==> src/sv/sst_pkg.sv <==
// Package for the script source tokenizer: widths, character codes,
// token kinds, lexer modes and the structs shared by sst_lex and the top level.
// No dependencies.
package sst_pkg;

  localparam int unsigned LookaheadDepth   = 5;
  localparam int unsigned NumberWidth      = 32;
  localparam int unsigned NumberValueWidth = 32;
  localparam int unsigned CntWidth         = $clog2(LookaheadDepth + 1);
  localparam int unsigned DrainWidth       = $clog2(LookaheadDepth + 2);

  localparam logic [7:0] ChSlash   = "/";
  localparam logic [7:0] ChQuote   = "\"";
  localparam logic [7:0] ChZero    = "0";
  localparam logic [7:0] ChNine    = "9";
  localparam logic [7:0] ChEq      = "=";
  localparam logic [7:0] ChLBrace  = "{";
  localparam logic [7:0] ChRBrace  = "}";
  localparam logic [7:0] ChSemi    = ";";
  localparam logic [7:0] ChLParen  = "(";
  localparam logic [7:0] ChRParen  = ")";
  localparam logic [7:0] ChNewline = 8'h0A;
  localparam logic [7:0] ChLowerA  = "a";
  localparam logic [7:0] ChLowerZ  = "z";
  localparam logic [7:0] ChUpperA  = "A";
  localparam logic [7:0] ChUpperZ  = "Z";
  localparam logic [7:0] ChV       = "v";
  localparam logic [7:0] ChO       = "o";
  localparam logic [7:0] ChI       = "i";
  localparam logic [7:0] ChD       = "d";
  localparam logic [7:0] ChN       = "n";
  localparam logic [7:0] ChT       = "t";
  localparam logic [7:0] ChR       = "r";
  localparam logic [7:0] ChE       = "e";
  localparam logic [7:0] ChU       = "u";

  typedef enum logic [3:0] {
    TokString       = 4'd0,
    TokNumber       = 4'd1,
    TokEquals       = 4'd2,
    TokAssign       = 4'd3,
    TokLBrace       = 4'd4,
    TokRBrace       = 4'd5,
    TokSemicolon    = 4'd6,
    TokLParen       = 4'd7,
    TokRParen       = 4'd8,
    TokVoid         = 4'd9,
    TokInt          = 4'd10,
    TokReturn       = 4'd11,
    TokIdent        = 4'd12,
    TokUntermString = 4'd13
  } tok_kind_e;

  typedef enum logic [1:0] {
    ModeNormal  = 2'd0,
    ModeString  = 2'd1,
    ModeComment = 2'd2,
    ModeIdent   = 2'd3
  } lex_mode_e;

  typedef struct packed {
    lex_mode_e              mode;
    logic [2:0]             skip;
    logic [NumberWidth-1:0] acc;
  } lex_state_t;

  typedef struct packed {
    tok_kind_e                   kind;
    logic                        has_char;
    logic [7:0]                  text_char;
    logic                        token_end;
    logic [NumberValueWidth-1:0] number_value;
  } tok_t;

endpackage

==> src/sv/sst_lex.sv <==
// Lexer decision for one source byte given its lookahead bytes and the
// current lexer state; yields at most one token result and the next state.
// Depends on sst_pkg.
module sst_lex (
  input  logic [7:0]                                cur_i,
  input  logic [sst_pkg::LookaheadDepth-1:0][7:0]   la_i,
  input  sst_pkg::lex_state_t                       state_i,
  output sst_pkg::lex_state_t                       state_o,
  output logic                                      tok_valid_o,
  output sst_pkg::tok_t                             tok_o
);

  function automatic logic is_letter(logic [7:0] c);
    return ((c >= sst_pkg::ChLowerA) && (c <= sst_pkg::ChLowerZ)) ||
           ((c >= sst_pkg::ChUpperA) && (c <= sst_pkg::ChUpperZ));
  endfunction

  function automatic logic is_digit(logic [7:0] c);
    return (c >= sst_pkg::ChZero) && (c <= sst_pkg::ChNine);
  endfunction

  function automatic sst_pkg::tok_t mk(sst_pkg::tok_kind_e k, logic hc, logic [7:0] tc,
                                       logic e, logic [sst_pkg::NumberWidth-1:0] n);
    sst_pkg::tok_t t;
    t.kind         = k;
    t.has_char     = hc;
    t.text_char    = tc;
    t.token_end    = e;
    t.number_value = sst_pkg::NumberValueWidth'(n);
    return t;
  endfunction

  logic                            generic;
  logic                            letter_la0;
  logic [sst_pkg::NumberWidth-1:0] acc_next;
  logic [sst_pkg::NumberWidth-1:0] zero_num;

  assign letter_la0 = is_letter(la_i[0]);
  assign zero_num   = '0;
  assign acc_next   = (state_i.acc << 3) + (state_i.acc << 1) +
                      sst_pkg::NumberWidth'(cur_i[3:0]);

  always_comb begin
    state_o     = state_i;
    tok_valid_o = 1'b0;
    tok_o       = mk(sst_pkg::TokString, 1'b0, 8'd0, 1'b0, zero_num);
    generic     = 1'b0;
    if (state_i.skip != 3'd0) begin
      state_o.skip = state_i.skip - 3'd1;
    end else begin
      unique case (state_i.mode)
        sst_pkg::ModeComment: begin
          if (cur_i == sst_pkg::ChNewline) state_o.mode = sst_pkg::ModeNormal;
        end
        sst_pkg::ModeString: begin
          tok_valid_o = 1'b1;
          if (cur_i == sst_pkg::ChQuote) begin
            state_o.mode = sst_pkg::ModeNormal;
            tok_o        = mk(sst_pkg::TokString, 1'b0, 8'd0, 1'b1, zero_num);
          end else begin
            tok_o = mk(sst_pkg::TokString, 1'b1, cur_i, 1'b0, zero_num);
          end
        end
        sst_pkg::ModeIdent: begin
          if (is_letter(cur_i)) begin
            tok_valid_o = 1'b1;
            tok_o       = mk(sst_pkg::TokIdent, 1'b1, cur_i, !letter_la0, zero_num);
            if (!letter_la0) state_o.mode = sst_pkg::ModeNormal;
          end else begin
            state_o.mode = sst_pkg::ModeNormal;
            generic      = 1'b1;
          end
        end
        default: generic = 1'b1;
      endcase
    end

    if (generic) begin
      tok_valid_o = 1'b1;
      if (cur_i == sst_pkg::ChSlash && la_i[0] == sst_pkg::ChSlash) begin
        tok_valid_o  = 1'b0;
        state_o.mode = sst_pkg::ModeComment;
      end else if (cur_i == sst_pkg::ChQuote) begin
        tok_valid_o  = 1'b0;
        state_o.mode = sst_pkg::ModeString;
      end else if (is_digit(cur_i)) begin
        if (!is_digit(la_i[0])) begin
          tok_o       = mk(sst_pkg::TokNumber, 1'b0, 8'd0, 1'b1, acc_next);
          state_o.acc = '0;
        end else begin
          tok_valid_o = 1'b0;
          state_o.acc = acc_next;
        end
      end else if (cur_i == sst_pkg::ChEq) begin
        if (la_i[0] == sst_pkg::ChEq) begin
          tok_o        = mk(sst_pkg::TokEquals, 1'b0, 8'd0, 1'b1, zero_num);
          state_o.skip = 3'd1;
        end else begin
          tok_o = mk(sst_pkg::TokAssign, 1'b0, 8'd0, 1'b1, zero_num);
        end
      end else if (cur_i == sst_pkg::ChLBrace) begin
        tok_o = mk(sst_pkg::TokLBrace, 1'b0, 8'd0, 1'b1, zero_num);
      end else if (cur_i == sst_pkg::ChRBrace) begin
        tok_o = mk(sst_pkg::TokRBrace, 1'b0, 8'd0, 1'b1, zero_num);
      end else if (cur_i == sst_pkg::ChSemi) begin
        tok_o = mk(sst_pkg::TokSemicolon, 1'b0, 8'd0, 1'b1, zero_num);
      end else if (cur_i == sst_pkg::ChLParen) begin
        tok_o = mk(sst_pkg::TokLParen, 1'b0, 8'd0, 1'b1, zero_num);
      end else if (cur_i == sst_pkg::ChRParen) begin
        tok_o = mk(sst_pkg::TokRParen, 1'b0, 8'd0, 1'b1, zero_num);
      end else if (cur_i == sst_pkg::ChV && la_i[0] == sst_pkg::ChO &&
                   la_i[1] == sst_pkg::ChI && la_i[2] == sst_pkg::ChD) begin
        tok_o        = mk(sst_pkg::TokVoid, 1'b0, 8'd0, 1'b1, zero_num);
        state_o.skip = 3'd3;
      end else if (cur_i == sst_pkg::ChI && la_i[0] == sst_pkg::ChN &&
                   la_i[1] == sst_pkg::ChT) begin
        tok_o        = mk(sst_pkg::TokInt, 1'b0, 8'd0, 1'b1, zero_num);
        state_o.skip = 3'd2;
      end else if (cur_i == sst_pkg::ChR && la_i[0] == sst_pkg::ChE &&
                   la_i[1] == sst_pkg::ChT && la_i[2] == sst_pkg::ChU &&
                   la_i[3] == sst_pkg::ChR && la_i[4] == sst_pkg::ChN) begin
        tok_o        = mk(sst_pkg::TokReturn, 1'b0, 8'd0, 1'b1, zero_num);
        state_o.skip = 3'd5;
      end else if (is_letter(cur_i)) begin
        tok_o = mk(sst_pkg::TokIdent, 1'b1, cur_i, !letter_la0, zero_num);
        if (letter_la0) state_o.mode = sst_pkg::ModeIdent;
      end else begin
        tok_valid_o = 1'b0;
      end
    end
  end

endmodule

==> src/sv/script_source_tokenizer.sv <==
// Top level of the script source tokenizer: lookahead window, end-of-source
// drain sequencer, result holding stage and output register.
// Depends on sst_pkg and sst_lex.
//
//   channel | signals                                      | direction
//   in      | in_valid_i, in_ready_o, ch_i, end_of_source_i | source bytes in
//   out     | out_valid_o, out_ready_i, kind_o, has_char_o,  | token results out
//           | text_char_o, token_end_o, number_value_o, last_o |
//
// A byte without end_of_source fills the window; once it is full, the window decides its oldest
// byte as the new byte arrives, giving at most one result straight into the output register.
// A byte with end_of_source starts the drain: after the transfer, one drain step of the lexer
// per window entry, then a tail step and a flush step; input is held off.
// Reset clears the window, the lexer state and all valid flags.
// A stalled output holds the input off, and holds the drain, tail and flush steps whenever a held result must move on.
module script_source_tokenizer (
  input  logic        clk_i,
  input  logic        rst_ni,
  input  logic        in_valid_i,
  output logic        in_ready_o,
  input  logic [7:0]  ch_i,
  input  logic        end_of_source_i,
  output logic        out_valid_o,
  input  logic        out_ready_i,
  output logic [3:0]  kind_o,
  output logic        has_char_o,
  output logic [7:0]  text_char_o,
  output logic        token_end_o,
  output logic [31:0] number_value_o,
  output logic        last_o
);

  localparam int unsigned La = sst_pkg::LookaheadDepth;

  typedef enum logic [3:0] {
    SRun   = 4'b0001,
    SDrain = 4'b0010,
    STail  = 4'b0100,
    SFlush = 4'b1000
  } seq_state_e;

  seq_state_e                       st_q, st_d;
  logic [7:0]                       win_q [La+1];
  logic [7:0]                       win_d [La+1];
  logic [sst_pkg::CntWidth-1:0]     cnt_q, cnt_d;
  logic [sst_pkg::DrainWidth-1:0]   dcnt_q, dcnt_d;
  sst_pkg::lex_state_t              lex_q, lex_d, lex_nxt, lex_rst;
  sst_pkg::tok_t                    hold_q, hold_d;
  logic                             hold_v_q, hold_v_d;
  sst_pkg::tok_t                    out_q, out_d;
  logic                             out_last_q, out_last_d;
  logic                             out_valid_q, out_valid_d;

  logic [La-1:0][7:0]               la;
  logic                             lex_tok_v;
  sst_pkg::tok_t                    lex_tok;
  sst_pkg::tok_t                    tail_tok;
  logic                             out_free;
  logic                             acc_in;
  logic                             need_push;
  logic                             push;
  sst_pkg::tok_t                    push_tok;
  logic                             push_last;

  assign out_free   = !out_valid_q || out_ready_i;
  assign in_ready_o = (st_q == SRun) && out_free;
  assign acc_in     = in_valid_i && in_ready_o;

  always_comb begin
    for (int k = 0; k < La; k++) begin
      if (st_q == SRun && k == La - 1) la[k] = ch_i;
      else                             la[k] = win_q[k+1];
    end
  end

  sst_lex u_lex (
    .cur_i       (win_q[0]),
    .la_i        (la),
    .state_i     (lex_q),
    .state_o     (lex_nxt),
    .tok_valid_o (lex_tok_v),
    .tok_o       (lex_tok)
  );

  always_comb begin
    lex_rst.mode = sst_pkg::ModeNormal;
    lex_rst.skip = 3'd0;
    lex_rst.acc  = '0;

    tail_tok.kind         = sst_pkg::TokUntermString;
    tail_tok.has_char     = 1'b0;
    tail_tok.text_char    = 8'd0;
    tail_tok.token_end    = 1'b1;
    tail_tok.number_value = '0;
  end

  always_comb begin
    st_d      = st_q;
    win_d     = win_q;
    cnt_d     = cnt_q;
    dcnt_d    = dcnt_q;
    lex_d     = lex_q;
    hold_d    = hold_q;
    hold_v_d  = hold_v_q;
    need_push = 1'b0;
    push      = 1'b0;
    push_tok  = lex_tok;
    push_last = 1'b1;

    unique case (st_q)
      SRun: begin
        if (acc_in) begin
          if (!end_of_source_i) begin
            if (cnt_q < sst_pkg::CntWidth'(La)) begin
              for (int j = 0; j < La; j++) begin
                if (cnt_q == sst_pkg::CntWidth'(j)) win_d[j] = ch_i;
              end
              cnt_d = cnt_q + 1'b1;
            end else begin
              lex_d = lex_nxt;
              for (int j = 0; j < La - 1; j++) win_d[j] = win_q[j+1];
              win_d[La-1] = ch_i;
              push        = lex_tok_v;
            end
          end else begin
            for (int j = 0; j <= La; j++) begin
              if (sst_pkg::CntWidth'(j) < cnt_q)       win_d[j] = win_q[j];
              else if (sst_pkg::CntWidth'(j) == cnt_q) win_d[j] = ch_i;
              else                                     win_d[j] = 8'd0;
            end
            dcnt_d = sst_pkg::DrainWidth'(cnt_q) + 1'b1;
            st_d   = SDrain;
          end
        end
      end
      SDrain: begin
        need_push = lex_tok_v && hold_v_q;
        if (!need_push || out_free) begin
          lex_d = lex_nxt;
          for (int j = 0; j < La; j++) win_d[j] = win_q[j+1];
          win_d[La] = 8'd0;
          dcnt_d    = dcnt_q - 1'b1;
          if (lex_tok_v) begin
            hold_d   = lex_tok;
            hold_v_d = 1'b1;
          end
          push      = need_push;
          push_tok  = hold_q;
          push_last = 1'b0;
          if (dcnt_q == sst_pkg::DrainWidth'(1)) st_d = STail;
        end
      end
      STail: begin
        need_push = (lex_q.mode == sst_pkg::ModeString) && hold_v_q;
        if (!need_push || out_free) begin
          if (lex_q.mode == sst_pkg::ModeString) begin
            hold_d   = tail_tok;
            hold_v_d = 1'b1;
          end
          push      = need_push;
          push_tok  = hold_q;
          push_last = 1'b0;
          st_d      = SFlush;
        end
      end
      SFlush: begin
        if (!hold_v_q || out_free) begin
          push      = hold_v_q;
          push_tok  = hold_q;
          push_last = 1'b1;
          hold_v_d  = 1'b0;
          lex_d     = lex_rst;
          cnt_d     = '0;
          for (int j = 0; j <= La; j++) win_d[j] = 8'd0;
          st_d      = SRun;
        end
      end
      default: st_d = SRun;
    endcase
  end

  always_comb begin
    out_d      = out_q;
    out_last_d = out_last_q;
    if (push) begin
      out_d       = push_tok;
      out_last_d  = push_last;
      out_valid_d = 1'b1;
    end else if (out_ready_i) begin
      out_valid_d = 1'b0;
    end else begin
      out_valid_d = out_valid_q;
    end
  end

  always_ff @(posedge clk_i or negedge rst_ni) begin
    if (!rst_ni) begin
      st_q        <= SRun;
      cnt_q       <= '0;
      dcnt_q      <= '0;
      lex_q       <= '0;
      hold_v_q    <= 1'b0;
      out_valid_q <= 1'b0;
      for (int j = 0; j <= La; j++) win_q[j] <= 8'd0;
    end else begin
      st_q        <= st_d;
      cnt_q       <= cnt_d;
      dcnt_q      <= dcnt_d;
      lex_q       <= lex_d;
      hold_v_q    <= hold_v_d;
      out_valid_q <= out_valid_d;
      win_q       <= win_d;
    end
  end

  always_ff @(posedge clk_i) begin
    hold_q     <= hold_d;
    out_q      <= out_d;
    out_last_q <= out_last_d;
  end

  assign out_valid_o    = out_valid_q;
  assign kind_o         = out_q.kind;
  assign has_char_o     = out_q.has_char;
  assign text_char_o    = out_q.text_char;
  assign token_end_o    = out_q.token_end;
  assign number_value_o = out_q.number_value;
  assign last_o         = out_last_q;

  a_eos_starts_drain: assert property (@(posedge clk_i) disable iff (!rst_ni)
    (acc_in && end_of_source_i) |=> (st_q == SDrain && !in_ready_o))
    else $error("end-of-source transfer did not start the drain");

  a_drain_count: assert property (@(posedge clk_i) disable iff (!rst_ni)
    (st_q == SDrain) |-> (dcnt_q != '0))
    else $error("drain running with no bytes left");

  a_flush_waits: assert property (@(posedge clk_i) disable iff (!rst_ni)
    (st_q == SFlush && hold_v_q && !out_free) |=> (st_q == SFlush && hold_v_q))
    else $error("held result dropped while output stalled");

  a_window_fill: assert property (@(posedge clk_i) disable iff (!rst_ni)
    cnt_q <= sst_pkg::CntWidth'(La))
    else $error("window fill count beyond depth");

endmodule
==> config.mk <==
export PLATFORM = sky130hd
export DESIGN_NAME = script_source_tokenizer
export DESIGN_NICKNAME = d
export VERILOG_FILES = /design/src/sv/sst_pkg.sv /design/src/sv/sst_lex.sv /design/src/sv/script_source_tokenizer.sv
export SDC_FILE = /design/constraint.sdc
export NUM_CORES = 1
export LEC_CHECK = 0
export ABC_CLOCK_PERIOD_IN_PS = 11300
export BUFFER_PORTS_ARGS = -buffer_cell sky130_fd_sc_hd__buf_4
export CAP_MARGIN = 20
export CORE_MARGIN = 4
export CORE_UTILIZATION = 35
export CTS_CLUSTER_DIAMETER = 50
export DETAILED_ROUTE_END_ITERATION = 8
export PLACE_DENSITY = 0.58
export REMOVE_ABC_BUFFERS = 1
export SYNTH_ARGS = -nofsm -noshare
export SYNTH_HDL_FRONTEND = slang
export SYNTH_HIERARCHICAL = 1
export SYNTH_SLANG_ARGS = --single-unit
==> constraint.sdc <==
create_clock -name clk_i -period 11.3 [get_ports clk_i]
set_input_delay 1.695 -clock clk_i [delete_from_list [all_inputs] [get_ports clk_i]]
set_output_delay 1.695 -clock clk_i [all_outputs]
set_load 0.02 [all_outputs]
* After elaboration in Yosys (flattened, before gate mapping)
Cells that the tools add are included. W data, S select, Z words.
Word-level totals: register bits after elaboration 190, bits in latches 0, RAM bits 0, ROM bits 0, bits of input ports 13, word-level logic and storage cells 309, memories kept 0
Operators by class: $add $sub $neg 5, multipliers 0, div/mod/pow operators 0, order comparisons 19, equal/unequal tests 62, shift-type cells 0, muxes and demuxes 145, bitwise operators 0, reductions and logical operators 53
Operators by type and width (number):
- $mux W46 | 24
- $mux W37 | 6
- $pmux W46 S2 | 2
- $mux W8 | 19
- $mux W48 | 3
- $pmux W48 S3 | 1
- $pmux W46 S3 | 1
- $eq A8 B7 Y1 const B | 14
- $pmux W37 S3 | 1
- $mux W40 | 2
- $mux W35 | 2
- $eq A8 B6 Y1 const B | 8
- $mux W32 | 2
- $reduce_and A6 Y1 | 9
- $mux W43 | 1
- $mux W42 | 1
- $mux W3 | 13
- $mux W1 | 33
- $add A32 B32 Y32 | 1
- $add A32 B4 Y32 | 1
- $ge A8 B7 Y1 const B | 4
- $le A8 B7 Y1 const B | 4
- $mux W5 | 6
- $mux W2 | 13
- 41 further kinds | 113

* Depth between registers and ports, before layout
Gate-level depths: netlist of run 1.
depth in word-level cells 26, depth in mapped cells 21

* By module
The synthesis of run 1 kept the hierarchy.
By module, submodules not included:
- script_source_tokenizer | instances 1, cells an instance 710, area each 8722.1 um2, sequential area each 5221.3 um2
- sst_lex | instances 1, cells an instance 536, area each 3472.1 um2, sequential area each 0.0 um2

* Worst setup path after synthesis of run 1
OpenSTA, ideal clock, no wires.
kind input to register, start input ch_i[0], end register hold_q[0] in the netlist's numbering (enable), arrival 10823 ps, required time 10604 ps, slack -220 ps, cell stages on the path 12, path through nand2_1 > o21ai_0 > or4b_1 > nor4_1 > and4_1 > o21a_1 > or3_1 > clkbuf_1 > nor2_1 > o2bb2ai_1 > nor2_1 > a2111oi_0
RTL lines:
- from (decl) | RTL line script_source_tokenizer.sv:21 | input logic [7:0] ch_i,
- to (signal assigned) | RTL line script_source_tokenizer.sv:217 | hold_q <= hold_d;
- to (decl) | RTL line script_source_tokenizer.sv:48 | sst_pkg::tok_t hold_q, hold_d;

==> run summary, run 1 <==
For this run, the top clock speed supported by timing is 0.174 GHz. Fill cells in the final layout number 3383. Final instance count without filler cells: 1725. The count of buffers added on input and output ports is 61. Per report_power, the combinational group accounts for 37.5% of the total. For the worst setup path, the data required time is 11.63 ns. The later pin in the worst-skew pair is clocked with a latency of 0.45 ns.

After detailed routing, the number of remaining DRC violations is 0. The kind of critical path is in2reg. The post-cts resize count was 0; the growth of design area from synthesis to finish was 12.1%. Counting every instance in the synthesized netlist gives 1240. The worst setup margin is 5.55 ns. The tightest slew margin relative to the limit is 34.3%, and the boundary pin count is 62. Counting along the longest clock path gives a buffer depth of 2.

For the final antenna diode count, the log shows 0. After detailed routing, the average wire length per cell comes to 17.7 um. CTS built an H-tree with a depth of 4.

Final critical-path required period: 5.75 ns. Worst reg2reg path startpoint: st_q[3]$_DFFE_PN0P_. The number of antenna violations at the first check in global routing was 0.

The post-route netlist has 16.3% of its cells at a drive strength greater than 1. Along the worst path, the maximum fanout reaches 41. Post-route cell area: 13600 um^2. Data on the critical path arrives at its endpoint at 6.08 ns.

The post-cts hold buffer count is 0, and the count of pins over their slew limit is 0. Maximum VDD drop: 0.135 mV. The width of the die works out to 194 um. The run gives 0.0153 ns as the worst clock skew. After clock tree synthesis, the clock-pin slew on the worst setup and hold paths is 0.08 ns. The detailed-routing iteration count for the pre-antenna-repair pass is 5, and the via count of the first global-routing pass is 9283. The sequential cells in the finished layout cover a total of 5200 um^2. The critical path goes through buf_4, nand2_1, o21ai_0, or4b_1, nor4_1, and4_1, o21a_1, or3_1, nor2_1, o2bb2ai_1, nand3b_1, a2111oi_4, buf_4, or2_1, buf_8, o21ai_0.

After legalization and detailed placement, the total HPWL measured 21.6 mm. The relative contribution of sequential cells to total power came out at 38.8%. The overall routing resource usage is 16.2%, and the number of sinks driven by the clock tree is 189.

The tools report the nature of the critical path endpoint as a register. The initial core utilization came out at 35.9%. The switching power total was 1.06 mW. After detailed routing, the number of vias per cell comes to 5.43.

The number of setup buffers added after CTS is 0. The die covers 37700 um^2. The analysis attributes to cell leakage a power of 5.61 nW. The average instance in the mapped netlist occupies 9.79 um^2. Once placement completed, the tool counted placed cells totaling 1693. After the first detailed-routing iteration, the DRC count stood at 709. The die is 194 um tall. Internal power comes to 1.66 mW. The logs give 50.6 mm for the wire length of the first global-routing pass and 17 for the CTS buffer count. The run gives 58 as the maximum number of pins on one net before global-route repair. The power density relative to cell area came out at 200 nW/um^2. Longest individual stage delay on the worst path: 0.61 ns. Post-route fraction of the period consumed by the critical path: 50.9%. Net switching is 39.0% of the power.

The Yosys step of the flow raised 6 warnings. The critical hold path startpoint was lex_q[32]$_DFFE_PN0P_. The run finished with clean final reports.

The final hold violation count was 0. Max-cap violations in this run came to 0. Across all hold checks on the routed design, the worst slack comes to 0.501 ns. The critical path's slowest cell was sky130_fd_sc_hd__or2_1. After the last flow step, the layout net total stands at 1348.

Setup repair after global routing left no endpoint under its margin. Before CTS, the worst setup slack after placement is 5.15 ns. The worst hold-check path type is reg2reg. The tools report the post-synthesis instance area as 12100 um^2. The critical path startpoint was ch_i[0]. For this block, the routed nets add up to 30.5 mm of wire. Final count of negative-setup-slack endpoints: 0. For the pin with the worst max-slew slack, the measured transition is 0.978 ns. For the sum of overflow across all layers after global routing, the log shows 0. Root buffer cell: sky130_fd_sc_hd__clkbuf_16. The clock network burns 23.7% of the power. The core box area is 33900 um^2. The run gives 9370 as the total via count after detailed routing.

TritonCTS built the clock tree. For the count of nets left with antenna violations after detail routing, the log shows 0. The tools report the startpoint type of the worst setup path as an input port. The placer's final routability congestion estimate was 0.915. Once placement finished, the instance area stood at 13000 um^2. The multi-input combinational cells in the finished layout cover a total of 6510 um^2. The floorplan has 67 rows.
[registers in the layout (all words and copies together), names as in the netlist]
signal,count
out_valid_o,1
lex_q,36
hold_q,46
kind_o,4
win_q,16
la,32
text_char_o,8
last_o,1
st_q,4
has_char_o,1
dcnt_q,3
number_value_o,32
hold_v_q,1
token_end_o,1
cnt_q,3
[per-stage QoR]
| step | utilization, % | power [mW] | setup TNS (ns) |
|---|---|---|---|
| 6_report | 40.2 | 2.72 | 0 |
| 5_1_grt | 40.2 | 2.90 | 0 |
| 4_1_cts | 40.2 | 2.75 | 0 |
| 3_5_place_dp | 38.3 | 2.09 | 0 |
| 3_3_place_gp | 38.2 | 2.07 | 0 |
| 2_1_floorplan | - | 1.77 | -6.10 |
[layout make-up]
cell class	count	share of cell area (%)
inverters	35	0.965
multi-input cells	946	47.8
well taps	448	4.12
repair buffers	75	4.34
flip-flops and latches	189	38.2
clock inverters	15	1.46
clock buffers	17	3.13
[path summary, 6_finish.rpt]
path,cells past startpoint,to,slack (ns)
worst max-delay path,16,lex_q[22]$_DFFE_PN0P_,5.55
worst min-delay path,2,lex_q[32]$_DFFE_PN0P_,0.50
worst max register to register,16,lex_q[22]$_DFFE_PN0P_,5.84
worst min register to register,2,lex_q[32]$_DFFE_PN0P_,0.50
max in group asynchronous,2,lex_q[20]$_DFFE_PN0P_,8.88
min in group asynchronous,1,la[16]$_DFFE_PN0P_,1.24
[critical path, delay by kind of cell]
| family | cells | cell delay (ns) |
|---|---|---|
| compound gates | 5 | 1.15 |
| buf+inv | 3 | 0.82 |
| simple gates | 8 | 2.35 |
[metal layers]
metal  routed length (um)  vias to the layer above  global-route usage [%]  share of wire [%]
met5                    0                        -                       0                  0
li1                     -                     4591                       -                  -
met3                 1270                       30                    2.85                4.2
met2                14000                      215                    25.5                 46
met1                14700                     4534                    23.3                 48
met4                  480                        0                    4.17                1.6
[cells in the final DEF, fill, tap and decap left out, drive strengths merged, types with 7 or more instances in the layout]
| cell | n |
|---|---|
| o21ai | 143 |
| nand2 | 142 |
| dfrtp | 95 |
| edfxtp | 93 |
| mux2 | 78 |
| buf | 75 |
| nor2 | 73 |
| ha | 69 |
| a21oi | 67 |
| nor2b | 55 |
| inv | 42 |
| a22o | 33 |
| nor3 | 22 |
| nand3 | 17 |
| clkbuf | 17 |
| a21o | 15 |
| xnor2 | 15 |
| and2 | 14 |
| xor2 | 13 |
| nand2b | 12 |
| and3 | 12 |
| a22oi | 12 |
| o21a | 11 |
| mux2i | 10 |
| nor4b | 9 |
| nand3b | 8 |
| nor4 | 8 |
| nand4 | 8 |
| or2 | 7 |
| a211oi | 7 |
[power groups by stage]
stage | Sequential (mW) | Clock, mW | Combinational (mW)
floorplan | 1.04 | 0 | 0.732
finish | 1.06 | 0.644 | 1.02
global route | 1.08 | 0.690 | 1.14
global placement | 1.07 | 0 | 1.00
CTS | 1.06 | 0.662 | 1.03
detailed placement | 1.07 | 0 | 1.02
Power figures use the tool's default switching activity.
==> inputs of run 2 (changes only) <==
Settings changed: ABC_CLOCK_PERIOD_IN_PS 11300 to 4600.
Clock period 11.3 ns to 4.6 ns, I/O delays scaled along.
==> run summary, run 2 (synthesis gave the netlist of run 1 again) <==
The final instance count without filler cells is 1738 (was 1725), and the fraction of the core area covered by cells at the end of the flow is 40.3% (was 40.2%). The endpoint required time on the critical path is 4.94 ns (was 11.63 ns). The logs give 14.1 mm (was 14.0 mm) for the amount of wire on met2 after detailed routing and 0 (unchanged) for the sum of overflow across all layers after global routing. The post-cts resize count was 0 (unchanged). The run gives 189 (unchanged) as the number of sinks driven by the clock tree. Worst reg2reg path startpoint: st_q[0]$_DFFE_PN1P_ (was st_q[3]$_DFFE_PN0P_).

The startpoint type of the worst setup path is a register (was an input port). For the footprint of the multi-input gates, the log shows 6520 um^2 (was 6510 um^2). The filler cell count was 3361 (was 3383). The final hold violation count was 0 (unchanged).

Counting I/O delays and the setup requirement, the final critical path takes 4.27 ns. The run gives 14.9 mm (was 14.7 mm) as the sum of routed wire segments on met1. The tools report the overall routing resource usage as 16.0% (was 16.2%). Maximum VDD drop: 0.288 mV (was 0.135 mV). The logs give 4 (unchanged) for the number of H-tree levels and 73 (was 58) for the maximum number of pins on one net before global-route repair. The tools report the placed instance area as 13100 um^2 (was 13000 um^2). The number of buffers and inverters on the critical path came out at 3 (unchanged). The depth of the worst register-to-register path is 18 (was 16). The power density relative to cell area works out to 487 nW/um^2 (was 200 nW/um^2). The post-cts hold buffer count is 0 (unchanged). Top register by number of flip-flops: hold_q (unchanged). Kind of critical path: reg2reg (was in2reg). Number of remaining DRC errors: 0 (unchanged).

The run gives 67 (unchanged) as the number of rows created at floorplan. The run finished with clean final reports. The uppermost metal layer occupied by signal nets was met4 (unchanged).

The logs give 62 (unchanged) for the boundary pin count and 4.61 ns (was 6.08 ns) for the arrival time of data at the critical path endpoint. Worst clock skew: 0.0180 ns (was 0.0153 ns). The tools report the tightest slew margin relative to the limit as 31.7% (was 34.3%).

The setup slack on the worst flop-to-flop path was 0.33 ns (was 5.84 ns); the width of the die was 194 um (unchanged). The worst hold-check path type is in2async (was reg2reg). The deepest clock path buffer count was 2 (unchanged); the count of pins over their slew limit was 0 (unchanged).

Total via count after detailed routing: 9457 (was 9370). Capture instance of the worst register-to-register path: la[17]$_DFFE_PN0P_ (was lex_q[22]$_DFFE_PN0P_). The logs give 37700 um^2 (unchanged) for the die area and 1361 (was 1348) for the number of nets in the final layout. The critical path's slowest cell was sky130_fd_sc_hd__dfstp_2 (was sky130_fd_sc_hd__or2_1).

Worst-path cell chain: nor4b_4, buf_6, nand2_1, o21ai_0, nand4b_1, nor4_1, and4_1, o21a_1, or3_4, nor2_1, o2bb2ai_1, buf_4, nand4b_1, nand3b_1, o21ai_0, o21ai_1, buf_4, mux2_2 (was buf_4, nand2_1, o21ai_0, or4b_1, nor4_1, and4_1, o21a_1, or3_1, nor2_1, o2bb2ai_1, nand3b_1, a2111oi_4, buf_4, or2_1, buf_8, o21ai_0). The length of routed met3 wiring was 1.35 mm (was 1.27 mm). The number of antenna violations at the first check in global routing is 0 (unchanged).

The slew at the pin closest to its max-slew limit is 1.02 ns (was 0.978 ns), and the final antenna diode count is 0 (unchanged). The sequential cell area was 5200 um^2 (unchanged); the clock-pin transition on the worst setup and hold timing paths was 0.07 ns (was 0.08 ns). The summed negative setup slack over all endpoints was 0 ns (unchanged); the largest fanout of any net on the critical path was 25 (was 41). The final count of negative-setup-slack endpoints is 0 (unchanged). The category of cells accounting for the largest share of critical-path delay was simple AND/OR/NAND/NOR gates (unchanged).

Commonest non-fill, non-tap cell in the layout: sky130_fd_sc_hd__nand2_1 (unchanged). The logs give 33900 um^2 (unchanged) for the core box area and 0 (unchanged) for the count of nets left with antenna violations after detail routing. The tools report the root buffer cell as sky130_fd_sc_hd__clkbuf_16 (unchanged). Largest registers in the final layout: hold_q x46, lex_q x36 (unchanged). Post-route fraction of the period consumed by the critical path: 92.9%.

The logs give 21.5 mm (was 21.6 mm) for the detailed placement HPWL and 0.234 GHz for the achievable frequency. The tools report the post-route cell area as 13700 um^2 (was 13600 um^2). Setup repair after global routing left no endpoint under its margin.

The tools report the max-capacitance violation count as 0 (unchanged). Final total power: 6.65 mW (was 2.72 mW). The flip-flop count of the largest register, all copies and words added was 46 (unchanged); the static power due to leakage was 5.65 nW (was 5.61 nW). The chip height was 194 um (unchanged). The tools report the nature of the critical path endpoint as a register (unchanged).

Commonest non-fill, non-tap cells in the layout: 141 x sky130_fd_sc_hd__nand2_1, 106 x sky130_fd_sc_hd__o21ai_0, 95 x sky130_fd_sc_hd__dfrtp_1 (unchanged). The via count normalized by instance count came out at 5.44 (was 5.43). Growth of design area from synthesis to finish: 12.5% (was 12.1%).

The count of routing violations after the opening detailed-route iteration is 787 (was 709), and the longest individual stage delay on the worst path is 0.67 ns (was 0.61 ns). For the detailed-routing iteration count for the pre-antenna-repair pass, the log shows 5 (unchanged). Routed length per instance: 17.6 um (was 17.7 um).

For the wire length of the first global-routing pass, the log shows 49.8 mm (was 50.6 mm). The fraction of final layout cells sized beyond drive strength 1 is 16.9% (was 16.3%). TritonCTS built the clock tree.

Clock latency reported for the late side of the worst-skew pair: 0.45 ns (about the same). Number of buffer cells added on primary ports: 61 (unchanged). The number of setup buffers added after CTS came out at 0 (unchanged). For the via count of the first global-routing pass, the log shows 9231 (was 9283). The logs give 1706 (was 1693) for the instance count after placement with tap cells included and 30.7 mm (was 30.5 mm) for the detailed-route wire length. The run gives 35.9% (unchanged) as the initial core utilization. Placer's final routability congestion estimate: 0.880 (was 0.915). The CTS buffer count came out at 17 (unchanged).
==> run 2: cell types whose count changed in the layout (fill, tap and decap cells not counted), moves of 2 or more <==
| cell | delta |
|---|---|
| sky130_fd_sc_hd__buf_6 | +2 |
| sky130_fd_sc_hd__inv_6 | -2 |
| sky130_fd_sc_hd__clkinv_8 | -3 |
| sky130_fd_sc_hd__clkinv_1 | +4 |
| sky130_fd_sc_hd__buf_12 | +4 |
| sky130_fd_sc_hd__buf_4 | +8 |
| sky130_fd_sc_hd__clkinv_2 | +3 |
==> run 2: layout make-up <==
type	instances	area share (%)
Clock buffer	18	3.14
Clock inverter	14	0.833
Inverter	35	0.962
Multi-Input combinational cell	946	47.7
Sequential cell	189	38.0
Tap cell	448	4.10
Timing Repair Buffer	88	5.24
==> run 2: worst max-delay path by stage <==
stage,start,cells after the start,slack [ns],endpoint
global route,st_q[0]$_DFFE_PN1P_,16,0.11,la[20]$_DFFE_PN0P_
CTS,st_q[0]$_DFFE_PN1P_,17,0.20,lex_q[25]$_DFFE_PN0P_
finish,st_q[0]$_DFFE_PN1P_,18,0.33,la[17]$_DFFE_PN0P_
detailed placement,st_q[0]$_DFFE_PN1P_,16,0.21,lex_q[25]$_DFFE_PN0P_
floorplan,st_q[3]$_DFFE_PN0P_,11,-6.49,hold_q[0]$_SDFFCE_PP0P_
global placement,st_q[0]$_DFFE_PN1P_,17,0.26,la[20]$_DFFE_PN0P_
==> run 2: where the power goes <==
group | internal (mW) | switching, mW
clock network | 0.745 | 0.689
registers | 2.19 | 0.373
logic | 1.13 | 1.52
total | 4.07 | 2.58
==> run 2: metrics by stage <==
stage               setup WS [ns]  hold WS, ns
finish                      0.326        0.400
global route                0.108        0.466
CTS                         0.198        0.418
detailed placement          0.215        0.509
global placement            0.261        0.483
floorplan                   -6.49        0.394
==> run 2: layer usage <==
layer | GRT usage, % | vias up
li1 | - | 4611
met1 | 22.8 | 4564
met2 | 25.2 | 254
met3 | 3.28 | 28
met4 | 3.49 | 0
met5 | 0 | -
==> inputs of run 3 (changes only) <==
Settings changed: MAX_ROUTING_LAYER from default to met4.
==> run summary, run 3 (synthesis gave the netlist of run 1 again) <==
The number of H-tree levels was 4 (unchanged); the final total power was 6.64 mW (was 6.65 mW). The run gives 30.7% (was 31.7%) as the tightest slew margin relative to the limit. Commonest non-fill, non-tap cell in the layout: sky130_fd_sc_hd__nand2_1 (unchanged). The achievable frequency is 0.231 GHz (was 0.234 GHz).

Width of the die: 194 um (unchanged). The count of pins over their slew limit came out at 0 (unchanged). Final critical-path required period: 4.33 ns (was 4.27 ns).

The deepest clock path buffer count is 2 (unchanged). The run gives 4.67 ns (was 4.61 ns) as the arrival time of data at the critical path endpoint. The run gives 33900 um^2 (unchanged) as the core box area. The startpoint type of the worst setup path was a register (unchanged).

The tools report the post-cts hold buffer count as 0 (unchanged). The flow ran to the end, and the final reports show no timing, DRC or antenna violations. The run gives 0.305 mV (was 0.288 mV) as the maximum VDD drop.

The number of rows created at floorplan is 67 (unchanged), and the fraction of final layout cells sized beyond drive strength 1 is 17.0% (was 16.9%). Power density relative to cell area: 486 nW/um^2 (was 487 nW/um^2). The routed length per instance is 17.7 um (was 17.6 um), and the final antenna diode count is 0 (unchanged). The overall routing resource usage is 16.8% (was 16.0%), and the final hold violation count is 0 (unchanged).

The die area was 37700 um^2 (unchanged); the number of setup buffers added after CTS was 0 (unchanged). Total via count after detailed routing: 9511 (was 9457). The count of routing violations after the opening detailed-route iteration is 719 (was 787), and the post-route fraction of the period consumed by the critical path is 94.2% (was 92.9%). The flip-flop count of the largest register, all copies and words added is 46 (unchanged), and the detailed placement HPWL is 21.4 mm (was 21.5 mm).

The tools report the nature of the critical path endpoint as a register (unchanged). The placed instance area was 13100 um^2 (about the same); the fraction of the core area covered by cells at the end of the flow was 40.3% (unchanged). The summed negative setup slack over all endpoints was 0 ns (unchanged); the number of sinks driven by the clock tree was 189 (unchanged). Post-cts resize count: 0 (unchanged).

The clock latency reported for the late side of the worst-skew pair came out at 0.45 ns (about the same). The filler cell count came out at 3440 (was 3361). The slew at the pin closest to its max-slew limit works out to 1.04 ns (was 1.02 ns).

Top register by number of flip-flops: hold_q (unchanged). The largest fanout of any net on the critical path was 25 (unchanged); the static power due to leakage was 5.65 nW (about the same). The via count normalized by instance count is 5.47 (was 5.44), and the sum of overflow across all layers after global routing is 0 (unchanged). Largest registers in the final layout: hold_q x46, lex_q x36 (unchanged).

The chip height was 194 um (unchanged). The tools report the via count of the first global-routing pass as 9430 (was 9231). TritonCTS built the clock tree. The number of remaining DRC errors was 0 (unchanged); the maximum number of pins on one net before global-route repair was 61 (was 73). The initial core utilization was 35.9% (unchanged). The detailed-routing iteration count for the pre-antenna-repair pass was 5 (unchanged); the post-route cell area was 13700 um^2 (unchanged).

The max-capacitance violation count was 0 (unchanged); the growth of design area from synthesis to finish was 12.5% (unchanged). Worst hold-check path type: in2async (unchanged). The number of antenna violations at the first check in global routing was 0 (unchanged); the detailed-route wire length was 30.7 mm (about the same).

For the boundary pin count, the log shows 62 (unchanged). The worst clock skew is 0.0111 ns (was 0.0180 ns), and the number of buffer cells added on primary ports is 61 (unchanged). Commonest non-fill, non-tap cells in the layout: 141 x sky130_fd_sc_hd__nand2_1, 106 x sky130_fd_sc_hd__o21ai_0, 95 x sky130_fd_sc_hd__dfrtp_1 (unchanged).

The tools report the root buffer cell as sky130_fd_sc_hd__clkbuf_16 (unchanged). The tools report the number of nets in the final layout as 1361 (unchanged). The placer's final routability congestion estimate is 0.897 (was 0.880). The endpoint required time on the critical path was 4.93 ns (was 4.94 ns).

The setup slack on the worst flop-to-flop path came out at 0.27 ns (was 0.33 ns). The kind of critical path is reg2reg (unchanged). Wire length of the first global-routing pass: 51.0 mm (was 49.8 mm). Setup repair after global routing left no endpoint under its margin.

The clock-pin transition on the worst setup and hold timing paths was 0.07 ns (about the same); the CTS buffer count was 17 (unchanged). Final count of negative-setup-slack endpoints: 0 (unchanged). For the count of nets left with antenna violations after detail routing, the log shows 0 (unchanged).
## run 3: cell count changes in the layout (fill, tap and decap cells not counted)
cell	before	now
sky130_fd_sc_hd__clkinv_2	3	4
sky130_fd_sc_hd__buf_6	2	1
sky130_fd_sc_hd__clkinv_1	4	2
sky130_fd_sc_hd__clkinv_4	1	2
sky130_fd_sc_hd__clkinvlp_4	1	2
sky130_fd_sc_hd__a21oi_1	63	64
sky130_fd_sc_hd__inv_6	3	2
sky130_fd_sc_hd__buf_4	81	82
sky130_fd_sc_hd__buf_2	1	0
sky130_fd_sc_hd__a21oi_2	3	2
sky130_fd_sc_hd__clkbuf_4	0	1
## run 3: metrics by stage
stage	worst slack [ns]	hold slack, ns	instances
4_1_cts	0.166	0.343	1737
3_3_place_gp	0.259	0.484	1705
6_report	0.267	0.320	1738
3_5_place_dp	0.203	0.489	1705
5_1_grt	0.00506	0.380	1738
2_1_floorplan	-6.49	0.394	1170
## run 3: power breakdown
part / switching, mW / internal (mW)
Clock: 0.678 / 0.746
Combinational: 1.52 / 1.13
Sequential: 0.375 / 2.19
## run 3: per-layer routing
layer	routed length (um)	up-vias	track usage, %
met5	0	-	-
met4	244	0	3.80
met3	1090	17	2.90
met2	14100	183	25.9
met1	15300	4693	23.3
li1	-	4618	-
## run 3: path summary, 6_finish.rpt
check / from / endpoint / cells past startpoint
min: rst_ni / win_q[0]$_DFFE_PN0P_ / 1
min reg2reg: lex_q[32]$_DFFE_PN0P_ / lex_q[32]$_DFFE_PN0P_ / 2
max in group asynchronous: rst_ni / lex_q[19]$_DFFE_PN0P_ / 2
max: st_q[0]$_DFFE_PN1P_ / la[20]$_DFFE_PN0P_ / 17
min in group clk_i: lex_q[32]$_DFFE_PN0P_ / lex_q[32]$_DFFE_PN0P_ / 2
max reg2reg: st_q[0]$_DFFE_PN1P_ / la[20]$_DFFE_PN0P_ / 17
## run 3: area by class of cell
| cell class | instances | area (um^2) | share of cell area, % |
|---|---|---|---|
| Inverter | 35 | 131 | 0.962 |
| Sequential cell | 189 | 5200 | 38.0 |
| Clock inverter | 14 | 119 | 0.870 |
| Multi-Input combinational cell | 946 | 6510 | 47.7 |
| Timing Repair Buffer | 88 | 714 | 5.23 |
| Clock buffer | 18 | 429 | 3.14 |
| Tap cell | 448 | 561 | 4.10 |
## run 3: worst max-delay path, stage by stage (launching register included)
cell                        delay (ns)
sky130_fd_sc_hd__dfstp_2          0.67
sky130_fd_sc_hd__nor4b_4          0.28
sky130_fd_sc_hd__buf_4            0.32
sky130_fd_sc_hd__o21ai_0          0.11
sky130_fd_sc_hd__nand4b_1         0.21
sky130_fd_sc_hd__nor4_1           0.24
sky130_fd_sc_hd__and4_1           0.31
sky130_fd_sc_hd__o21a_1           0.20
sky130_fd_sc_hd__or3_4            0.20
sky130_fd_sc_hd__nor2_1           0.06
sky130_fd_sc_hd__o2bb2ai_1        0.30
sky130_fd_sc_hd__buf_4            0.20
sky130_fd_sc_hd__nand4b_1         0.16
sky130_fd_sc_hd__nand3b_1         0.12
sky130_fd_sc_hd__o21ai_0          0.11
sky130_fd_sc_hd__o21ai_1          0.18
sky130_fd_sc_hd__buf_4            0.20
sky130_fd_sc_hd__mux2_2           0.34
